[src/rtl/assert_macros.svh]
// Assertion macros shared by the genotype packer RTL.
// Expects clk_i and rst_ni in the scope that uses SNP_ASSERT.
`ifndef ASSERT_MACROS_SVH
`define ASSERT_MACROS_SVH

// Concurrent assertion on an explicit clock and active-low reset.
`define SNP_ASSERT_CLK(name, clk, rst_n, prop, msg) \
  name: assert property (@(posedge clk) disable iff (!rst_n) prop) else $error(msg);

// Same, on the module's own clk_i / rst_ni.
`define SNP_ASSERT(name, prop, msg) \
  `SNP_ASSERT_CLK(name, clk_i, rst_ni, prop, msg)

`endif

[src/rtl/snp_pkg.sv]
// Package for the SNP genotype packer: sizes, codes, beat types, classifier.
// No dependencies.
`timescale 1ns / 1ps
`default_nettype none

package snp_pkg;

  localparam int MaxPeople = 256;
  localparam int AddrW     = (MaxPeople > 1) ? $clog2(MaxPeople) : 1;
  localparam int CntW      = $clog2(MaxPeople + 1);
  localparam int SlotW     = $clog2(MaxPeople + 4);
  localparam int CountW    = 10;
  localparam int CharW     = 7;

  localparam logic [CharW-1:0] MissingChar = 7'd48;
  localparam logic [CharW-1:0] NoneMajor   = 7'd49;
  localparam logic [CharW-1:0] NoneMinor   = 7'd50;

  // stored per-person class
  localparam logic [1:0] ClsMissing   = 2'd0;
  localparam logic [1:0] ClsHomFirst  = 2'd1;
  localparam logic [1:0] ClsHet       = 2'd2;
  localparam logic [1:0] ClsHomSecond = 2'd3;

  // emitted genotype code
  localparam logic [1:0] GenoMissing  = 2'd0;
  localparam logic [1:0] GenoHomMajor = 2'd1;
  localparam logic [1:0] GenoHet      = 2'd2;
  localparam logic [1:0] GenoHomMinor = 2'd3;

  // status
  localparam logic [1:0] ErrNone    = 2'd0;
  localparam logic [1:0] ErrThird   = 2'd1;
  localparam logic [1:0] ErrHalf    = 2'd2;
  localparam logic [1:0] ErrTooMany = 2'd3;

  // per-allele match tag
  localparam logic [2:0] TagMissing = 3'd0;
  localparam logic [2:0] TagFirst   = 3'd1;
  localparam logic [2:0] TagSecond  = 3'd3;
  localparam logic [2:0] TagThird   = 3'd7;

  typedef struct packed {
    logic [CharW-1:0] allele_one;
    logic [CharW-1:0] allele_two;
    logic             final_person;
  } item_t;

  typedef struct packed {
    logic [7:0]       packed_byte;
    logic [CharW-1:0] major_allele;
    logic [CharW-1:0] minor_allele;
    logic [1:0]       status;
    logic             end_of_run;
  } result_t;

  typedef struct packed {
    logic              f_vld;
    logic [CharW-1:0]  f;
    logic              s_vld;
    logic [CharW-1:0]  s;
    logic [CountW-1:0] c1;
    logic [CountW-1:0] c2;
  } allele_state_t;

  typedef struct packed {
    allele_state_t st;
    logic [2:0]    tag;
  } cls_res_t;

  // marker summary handed from loader to emitter
  typedef struct packed {
    logic [1:0]       err;
    logic             first_major;
    logic [CharW-1:0] major;
    logic [CharW-1:0] minor;
    logic [CntW-1:0]  people;
  } sum_t;

  typedef enum logic [1:0] {
    EmIdle,
    EmHead,
    EmWalk,
    EmDrain
  } emit_state_e;

  // Match one allele character against the seen alleles, updating counts.
  function automatic cls_res_t classify(allele_state_t st, logic [CharW-1:0] ch);
    cls_res_t r;
    r.st  = st;
    r.tag = TagThird;
    if (st.f_vld && ch == st.f) begin
      r.st.c1 = st.c1 + 1'b1;
      r.tag   = TagFirst;
    end else if (st.s_vld && ch == st.s) begin
      r.st.c2 = st.c2 + 1'b1;
      r.tag   = TagSecond;
    end else if (ch == MissingChar) begin
      r.tag = TagMissing;
    end else if (!st.f_vld) begin
      r.st.f_vld = 1'b1;
      r.st.f     = ch;
      r.st.c1    = st.c1 + 1'b1;
      r.tag      = TagFirst;
    end else if (!st.s_vld) begin
      r.st.s_vld = 1'b1;
      r.st.s     = ch;
      r.st.c2    = st.c2 + 1'b1;
      r.tag      = TagSecond;
    end
    return r;
  endfunction

endpackage

`default_nettype wire

[src/rtl/snp_ram.sv]
// Generic single-write, single-read RAM with registered read data.
// No dependencies.
`timescale 1ns / 1ps
`default_nettype none

module snp_ram #(
  parameter int Width = 2,
  parameter int Depth = 256
) (
  input  wire logic                                       clk_i,
  input  wire logic                                       we_i,
  input  wire logic [((Depth > 1) ? $clog2(Depth) : 1)-1:0] waddr_i,
  input  wire logic [Width-1:0]                           wdata_i,
  input  wire logic                                       re_i,
  input  wire logic [((Depth > 1) ? $clog2(Depth) : 1)-1:0] raddr_i,
  output logic [Width-1:0]                                rdata_o
);

  logic [Width-1:0] mem_q [Depth];

  always_ff @(posedge clk_i) begin
    if (we_i) begin
      mem_q[waddr_i] <= wdata_i;
    end
    if (re_i) begin
      rdata_o <= mem_q[raddr_i];
    end
  end

endmodule

`default_nettype wire

[src/rtl/snp_load.sv]
// Loader: classifies one person per beat, keeps allele/count/error state.
// Depends on snp_pkg.
`timescale 1ns / 1ps
`default_nettype none

module snp_load (
  input  wire logic                       clk_i,
  input  wire logic                       rst_ni,
  input  wire logic                       take_i,
  input  wire snp_pkg::item_t             item_i,
  input  wire logic                       clr_i,
  output logic                            we_o,
  output logic [snp_pkg::AddrW-1:0]       waddr_o,
  output logic [1:0]                      wdata_o,
  output snp_pkg::sum_t                   sum_o
);
  import snp_pkg::*;

  allele_state_t    al_q, al_d;
  logic [CntW-1:0]  people_q, people_d;
  logic [1:0]       err_q, err_d;
  cls_res_t         ra, rb;
  allele_state_t    al_new;
  logic [1:0]       err_new, cls;
  logic             full;

  // priority: too many > third allele > half missing
  function automatic logic [1:0] err_rank(logic [1:0] e);
    logic [1:0] r;
    case (e)
      ErrTooMany: r = 2'd3;
      ErrThird:   r = 2'd2;
      ErrHalf:    r = 2'd1;
      default:    r = 2'd0;
    endcase
    return r;
  endfunction

  always_comb begin
    ra      = classify(al_q, item_i.allele_one);
    rb      = classify(ra.st, item_i.allele_two);
    full    = people_q >= CntW'(MaxPeople);
    al_new  = al_q;
    err_new = ErrNone;
    cls     = ClsMissing;
    if (full) begin
      err_new = ErrTooMany;
    end else if (ra.tag == TagThird) begin
      al_new  = ra.st;
      err_new = ErrThird;
    end else if (rb.tag == TagThird) begin
      al_new  = rb.st;
      err_new = ErrThird;
    end else begin
      al_new = rb.st;
      if (ra.tag == TagFirst && rb.tag == TagFirst) begin
        cls = ClsHomFirst;
      end else if ((ra.tag == TagFirst && rb.tag == TagSecond) ||
                   (ra.tag == TagSecond && rb.tag == TagFirst)) begin
        cls = ClsHet;
      end else if (ra.tag == TagSecond && rb.tag == TagSecond) begin
        cls = ClsHomSecond;
      end else if (!(ra.tag == TagMissing && rb.tag == TagMissing)) begin
        err_new = ErrHalf;
      end
    end

    al_d     = al_q;
    people_d = people_q;
    err_d    = err_q;
    if (clr_i) begin
      al_d     = '0;
      people_d = '0;
      err_d    = ErrNone;
    end else if (take_i) begin
      al_d     = al_new;
      people_d = full ? people_q : people_q + 1'b1;
      err_d    = (err_rank(err_new) > err_rank(err_q)) ? err_new : err_q;
    end

    we_o    = take_i && !full;
    waddr_o = people_q[AddrW-1:0];
    wdata_o = cls;
  end

  always_ff @(posedge clk_i or negedge rst_ni) begin
    if (!rst_ni) begin
      al_q     <= '0;
      people_q <= '0;
      err_q    <= ErrNone;
    end else begin
      al_q     <= al_d;
      people_q <= people_d;
      err_q    <= err_d;
    end
  end

  // marker summary
  always_comb begin
    sum_o.err         = err_q;
    sum_o.people      = people_q;
    sum_o.first_major = al_q.c1 > al_q.c2;
    if (!al_q.f_vld) begin
      sum_o.major = NoneMajor;
      sum_o.minor = NoneMinor;
    end else if (!al_q.s_vld) begin
      sum_o.major = al_q.f;
      sum_o.minor = al_q.f;
    end else if (sum_o.first_major) begin
      sum_o.major = al_q.f;
      sum_o.minor = al_q.s;
    end else begin
      sum_o.major = al_q.s;
      sum_o.minor = al_q.f;
    end
  end

endmodule

`default_nettype wire

[src/rtl/snp_emit.sv]
// Emitter: walks the class store one entry per cycle, packs four codes per
// byte and drives the result beats. Depends on snp_pkg, assert_macros.svh.
`timescale 1ns / 1ps
`default_nettype none
`include "assert_macros.svh"

module snp_emit (
  input  wire logic                 clk_i,
  input  wire logic                 rst_ni,
  input  wire logic                 go_i,
  input  wire snp_pkg::sum_t        sum_i,
  input  wire logic [1:0]           rdata_i,
  output logic                      re_o,
  output logic [snp_pkg::AddrW-1:0] raddr_o,
  output logic                      clr_o,
  output logic                      busy_o,
  output logic                      done_o,
  output snp_pkg::result_t          res_o
);
  import snp_pkg::*;

  emit_state_e      state_q, state_d;
  logic [SlotW-1:0] slot_q, slot_d;
  logic [SlotW-1:0] last_slot;
  logic [CntW-1:0]  people_m1;
  logic             p_vld_q, p_vld_d;
  logic             p_in_q, p_in_d;
  logic [SlotW-1:0] p_slot_q, p_slot_d;
  logic [5:0]       acc_q, acc_d;
  logic [1:0]       code;
  logic             done_d;
  result_t          res_d;

  assign people_m1 = sum_i.people - 1'b1;
  assign last_slot = SlotW'({people_m1[CntW-1:2], 2'b11});
  assign busy_o    = state_q != EmIdle;

  always_comb begin
    state_d  = state_q;
    slot_d   = slot_q;
    re_o     = 1'b0;
    raddr_o  = slot_q[AddrW-1:0];
    clr_o    = 1'b0;
    p_vld_d  = 1'b0;
    p_in_d   = 1'b0;
    p_slot_d = slot_q;
    done_d   = 1'b0;
    res_d    = '0;
    acc_d    = acc_q;
    code     = GenoMissing;

    // packing stage, one slot behind the read
    if (p_vld_q && p_in_q) begin
      case (rdata_i)
        ClsHet:       code = GenoHet;
        ClsHomFirst:  code = sum_i.first_major ? GenoHomMajor : GenoHomMinor;
        ClsHomSecond: code = sum_i.first_major ? GenoHomMinor : GenoHomMajor;
        default:      code = GenoMissing;
      endcase
    end
    if (p_vld_q) begin
      acc_d = {acc_q[3:0], code};
      if (p_slot_q[1:0] == 2'b11) begin
        done_d             = 1'b1;
        res_d.packed_byte  = {acc_q, code};
        res_d.major_allele = sum_i.major;
        res_d.minor_allele = sum_i.minor;
        res_d.status       = ErrNone;
        res_d.end_of_run   = p_slot_q == last_slot;
      end
    end

    case (state_q)
      EmIdle: begin
        if (go_i) begin
          state_d = EmHead;
        end
      end
      EmHead: begin
        if (sum_i.err != ErrNone) begin
          done_d           = 1'b1;
          res_d            = '0;
          res_d.status     = sum_i.err;
          res_d.end_of_run = 1'b1;
          clr_o            = 1'b1;
          state_d          = EmIdle;
        end else begin
          slot_d  = '0;
          state_d = EmWalk;
        end
      end
      EmWalk: begin
        re_o     = slot_q < SlotW'(sum_i.people);
        p_vld_d  = 1'b1;
        p_in_d   = re_o;
        p_slot_d = slot_q;
        slot_d   = slot_q + 1'b1;
        if (slot_q == last_slot) begin
          state_d = EmDrain;
        end
      end
      EmDrain: begin
        clr_o   = 1'b1;
        state_d = EmIdle;
      end
      default: state_d = EmIdle;
    endcase
  end

  always_ff @(posedge clk_i or negedge rst_ni) begin
    if (!rst_ni) begin
      state_q <= EmIdle;
      slot_q  <= '0;
      p_vld_q <= 1'b0;
      done_o  <= 1'b0;
    end else begin
      state_q <= state_d;
      slot_q  <= slot_d;
      p_vld_q <= p_vld_d;
      done_o  <= done_d;
    end
  end

  always_ff @(posedge clk_i) begin
    p_in_q   <= p_in_d;
    p_slot_q <= p_slot_d;
    acc_q    <= acc_d;
    res_o    <= res_d;
  end

  `SNP_ASSERT(a_eor_idle, done_o && res_o.end_of_run |-> state_q == EmIdle, "end beat while walking")
  `SNP_ASSERT(a_eor_gap, done_o && res_o.end_of_run |=> !done_o, "beat after end of run")
  `SNP_ASSERT(a_clr_idle, clr_o |=> state_q == EmIdle, "marker cleared mid walk")

endmodule

`default_nettype wire

[src/rtl/snp_genotype_packer.sv]
// SNP genotype packer: one person per cycle while loading, then a walk over
// the class store that emits 2-bit packed bytes. Results cannot be stalled:
// each one is on res_o for exactly one cycle, flagged by done_o, and must be
// taken then. A person is taken when start is high and busy is low; loading
// runs at one person per cycle with busy low. The person marked final_person
// starts emission: busy stays high through a header state, a walk of one slot per cycle
// (classes read from the single read port of the class store) and a drain
// state, and a byte beat appears for every fourth slot of the walk, the
// last one with end_of_run set. A marker with an error (third allele,
// half-missing genotype, more than MaxPeople people) gives a single status
// beat instead, with busy high for one cycle. Marker state clears itself
// with the last beat; the class store is never cleared, as only entries
// written in the current marker are read.
// Depends on snp_pkg, snp_ram, snp_load, snp_emit.
`timescale 1ns / 1ps
`default_nettype none

module snp_genotype_packer (
  input  wire logic             clk_i,
  input  wire logic             rst_ni,
  input  wire logic             start,
  input  wire snp_pkg::item_t   item_i,
  output logic                  busy,
  output logic                  done_o,
  output snp_pkg::result_t      res_o
);
  import snp_pkg::*;

  logic             take, go;
  logic             we, re;
  logic [AddrW-1:0] waddr, raddr;
  logic [1:0]       wdata, rdata;
  logic             clr;
  sum_t             sum;

  // a beat is taken when start is high and the emitter is idle
  assign take = start && !busy;
  assign go   = take && item_i.final_person;

  snp_load u_load (
    .clk_i   (clk_i),
    .rst_ni  (rst_ni),
    .take_i  (take),
    .item_i  (item_i),
    .clr_i   (clr),
    .we_o    (we),
    .waddr_o (waddr),
    .wdata_o (wdata),
    .sum_o   (sum)
  );

  // per-person class store, 2 bits per entry
  snp_ram #(
    .Width (2),
    .Depth (MaxPeople)
  ) u_ram (
    .clk_i   (clk_i),
    .we_i    (we),
    .waddr_i (waddr),
    .wdata_i (wdata),
    .re_i    (re),
    .raddr_i (raddr),
    .rdata_o (rdata)
  );

  snp_emit u_emit (
    .clk_i   (clk_i),
    .rst_ni  (rst_ni),
    .go_i    (go),
    .sum_i   (sum),
    .rdata_i (rdata),
    .re_o    (re),
    .raddr_o (raddr),
    .clr_o   (clr),
    .busy_o  (busy),
    .done_o  (done_o),
    .res_o   (res_o)
  );

endmodule

`default_nettype wire
[config.mk]
export PLATFORM = sky130hd
export DESIGN_NAME = snp_genotype_packer
export DESIGN_NICKNAME = d
export VERILOG_FILES = /design/src/rtl/snp_pkg.sv /design/src/rtl/snp_ram.sv /design/src/rtl/snp_load.sv /design/src/rtl/snp_emit.sv /design/src/rtl/snp_genotype_packer.sv
export VERILOG_INCLUDE_DIRS = /design/src /design/src/rtl
export SDC_FILE = /design/constraint.sdc
export NUM_CORES = 1
export LEC_CHECK = 0
export BUFFER_PORTS_ARGS = -buffer_cell sky130_fd_sc_hd__buf_4
export CORE_AREA = 2 2 339 207
export DETAILED_ROUTE_END_ITERATION = 16
export DIE_AREA = 0 0 341 209
export PLACE_DENSITY_LB_ADDON = 0.05
export SYNTH_ARGS = -nofsm -noshare
export SYNTH_HDL_FRONTEND = slang
export SYNTH_SLANG_ARGS = --single-unit
[constraint.sdc]
create_clock -name clk_i -period 17.65 [get_ports clk_i]
set_clock_uncertainty 0.2 [all_clocks]
set_input_delay 1.765 -clock clk_i [delete_from_list [all_inputs] [get_ports clk_i]]
set_output_delay 1.765 -clock clk_i [all_outputs]
set_load 0.01 [all_outputs]
==> out/metrics.csv <==
stage;metric;value;unit
finish;ANT cells;0;
sta;final setup violation count;0;
route;Detailed Route WL;73500;µm
floorplanning;core box area;68600;µm²
cts;clk root buf;clkbuf_16;
sta;setup repair after global routing missed its margin;false;
setup_path;critical path capture point type;register;
synthesis;Post-Syn Nets;1841;
global_route;largest net degree at the start of global routing;256;
setup_path;worst endpoint data arrival time;6.34;ns
synthesis;post-synth top area cell;edfxtp_1;
placement;dpl hpwl;44100;µm
floorplanning;Core Rows;75;
sta;Final Max Slew Viols;0;
cts;Clock Sinks;615;
floorplanning;Initial Util;0.394;
setup_path;Worst path slowest cell;buf_4;
sta;period utilization;0.354;
global_route;layer with the highest usage;met1;
global_route;GRT overflow;0;
route;1st-iter DRT viols;1617;
route;DR pass1 iterations;5;
power_and_ir_drop;static leakage;10.8;nW
placement;RD Place Congestion;0.889;
global_route;total global-route track usage;0.210;
sta;Setup TNS Final;0;ns
cts;CTS Buf Count;59;
synthesis;synth warn;0;
finish;fin nets;1840;
finish;most frequent cells in the layout;edfxtp_1, nor2_1, mux4_2;
cts;CTS Buffer Depth;3;
setup_path;R2R setup slack;12.20;ns
cts;clk_lat worst skew;0.64;ns
cts;CTS tree;yes;
route;drt drc;0;
global_route;global-route met1 utilization;0.346;
cts;post-CTS setup buffers;0;
floorplanning;DIE WIDTH;341;µm
setup_path;Critical Path Fanout Max;100;
global_route;first-pass GRT wire length;109000;µm
setup_path;Worst path most repeated cell;buf_4;
power_and_ir_drop;worst vdd ir;0.0843;mV
finish;Area Overhead vs Synth;11.6;%
sta;Max Fclk;160;MHz
route;Via density;5.67;
synthesis;FF+latch count, synth;615;
synthesis;Synth cell types;70;
sta;Max-slew headroom;0.252;
sta;setup ws final;11.40;ns
cts;hold_buf cts;0;
synthesis;synthesized instance count;1793;
synthesis;mapped cell area;27100;µm²
placement;count of input and output buffers;44;
sta;final hold violation count;0;
route;WL per Instance;26.6;µm
global_route;M2 GR Usage;0.276;
floorplanning;Die ar.;71300;µm²
synthesis;Synth Flop Type;edfxtp_1;
cts;post-CTS resize count;0;
synthesis;dominant cells by area after synthesis;edfxtp_1, mux4_2, dfrtp_1, nor2_1, dfxtp_1;
sta;Worst-Margin Slew;1.12;ns
setup_path;crit-path leading delay family;buffers and inverters;
route;via count;15700;
finish;layout cells sized above 1;0.195;
finish;Filler cells;6095;
setup_path;startpoint types;input port;
placement;pre-CTS setup slack;10.68;ns
run;max_cap viols;0;
power_and_ir_drop;pwr dens;136;nW/µm²
synthesis;top-area cell type share of the netlist area;0.577;
synthesis;post-synthesis sequential area ratio;0.658;
sta;Period minus WS final;6.25;ns
synthesis;Post-synth EDFFs;520;
global_route;vias in the first global route;15400;
floorplanning;die height;209;µm
cts;htree depth;2;
setup_path;kind of critical path;input port to register;
worst_hold_path;Min-Delay Path Class;register to register;
setup_path;buffers plus inverters on the worst setup path;4;
cts;Clock Pin Slew Worst Setup and Hold Paths;0.06;ns
setup_path;worst stage delay on the critical path;0.84;ns
finish;commonest non-fill, non-tap cell in the layout;edfxtp_1;
synthesis;syn avg cell area;15.1;µm²
run_status;status;finished clean;
floorplanning;io pins;45;
setup_path;CP Cell Sequence;buf_4, xor2_1, nor4_1, nand4_1, o32a_1, a31o_2, nand2b_1, nor2_4, buf_4, buf_4, buf_4;
setup_path;CP Data Required Time;17.74;ns
global_route;routing usage on met3;0.0509;
route;post-route ant nets;0;
global_route;antenna violations before repair;6;
synthesis;FFs w/ async S/R, synth;0.0976;
==> logic make-up after synthesis <==
family	count (synthesis)	synth area share
flip-flops	615	0.658
AND/OR/NAND/NOR	550	0.0876
multiplexers	195	0.151
AO/OA/AOI/OAI	174	0.0425
buffers and inverters	156	0.0230
XOR/XNOR	73	0.0236
adder cells (fa/ha/maj)	30	0.0139
==> flip-flops by register name (all words and copies together) (netlist names), named ones only <==
register,cells
u_emit.res_o,25
u_emit.p_in_q,1
u_load.people_q,9
u_emit.done_o,1
u_ram.rdata_o,2
u_load.al_q,36
u_emit.p_vld_q,1
u_ram.mem_q,512
u_emit.acc_q,6
u_emit.state_q,1
u_emit.p_slot_d,9
u_load.err_q,2
u_emit.p_slot_q,9
==> layout make-up <==
type / count / area [µm²] / area share
Clock inverter: 31 / 308 / 0.0102
Inverter: 26 / 97.6 / 0.00323
Timing Repair Buffer: 68 / 536 / 0.0177
Clock buffer: 74 / 1580 / 0.0522
Tap cell: 924 / 1160 / 0.0383
Multi-Input combinational cell: 1022 / 8690 / 0.288
Sequential cell: 615 / 17800 / 0.590
==> power breakdown <==
part	total (mW)	switching, mW	leakage (nW)	internal (mW)
clock	1.27	0.556	0.922	0.716
combinational	1.07	0.619	3.02	0.454
sequential	1.76	0.126	6.81	1.63
total	4.10	1.30	10.8	2.80
==> synth_stat cells, types with 9 or more instances <==
master / number
buf_1: 18
clkbuf_1: 88
nand3_1: 32
nor4_1: 9
clkbuf_2: 9
a21o_1: 12
o21ai_0: 55
mux4_2: 170
nor2_1: 316
xnor2_1: 54
inv_1: 24
nand2_1: 104
dfrtp_1: 60
edfxtp_1: 520
xor2_1: 19
dfxtp_1: 35
nor3_1: 17
mux2i_1: 22
a21oi_1: 40
nand4_1: 18
buf_2: 14
and2_1: 13
ha_1: 30
==> path summary, 6_finish.rpt <==
path | start | end | depth (start not counted)
worst min-delay path | u_emit.acc_q[3] | u_emit.acc_q[5] | 0
max in group asynchronous | rst_ni | u_emit.p_slot_d[0] | 2
worst min register to register | u_emit.acc_q[3] | u_emit.acc_q[5] | 0
worst max register to register | u_load.al_q[35] | u_ram.mem_q[95][0] | 10
worst max-delay path | item_i[10] | u_ram.mem_q[95][0] | 11
min in group asynchronous | rst_ni | u_load.al_q[2] | 1
==> routing by layer <==
metal / vias to the layer above / part of all wire / routed length, µm
li1: 6845 / - / -
met1: 8211 / 0.51 / 37500
met2: 520 / 0.40 / 29400
met3: 78 / 0.077 / 5650
met4: 0 / 0.013 / 978
met5: - / 0 / 0
==> through the flow <==
step	std cells	total power [mW]	cell area, µm²	utilization	hold slack (ns)
2_1_floorplan	1793	2.50	27100	-	0.172
6_report	2760	4.10	30200	0.440	0.245
4_1_cts	2760	4.14	30200	0.440	0.249
3_5_place_dp	2655	2.86	28300	0.413	0.234
3_3_place_gp	2655	2.86	28300	0.413	0.226
5_1_grt	2760	4.29	30200	0.440	0.265
(Power assumes the default switching activity.)
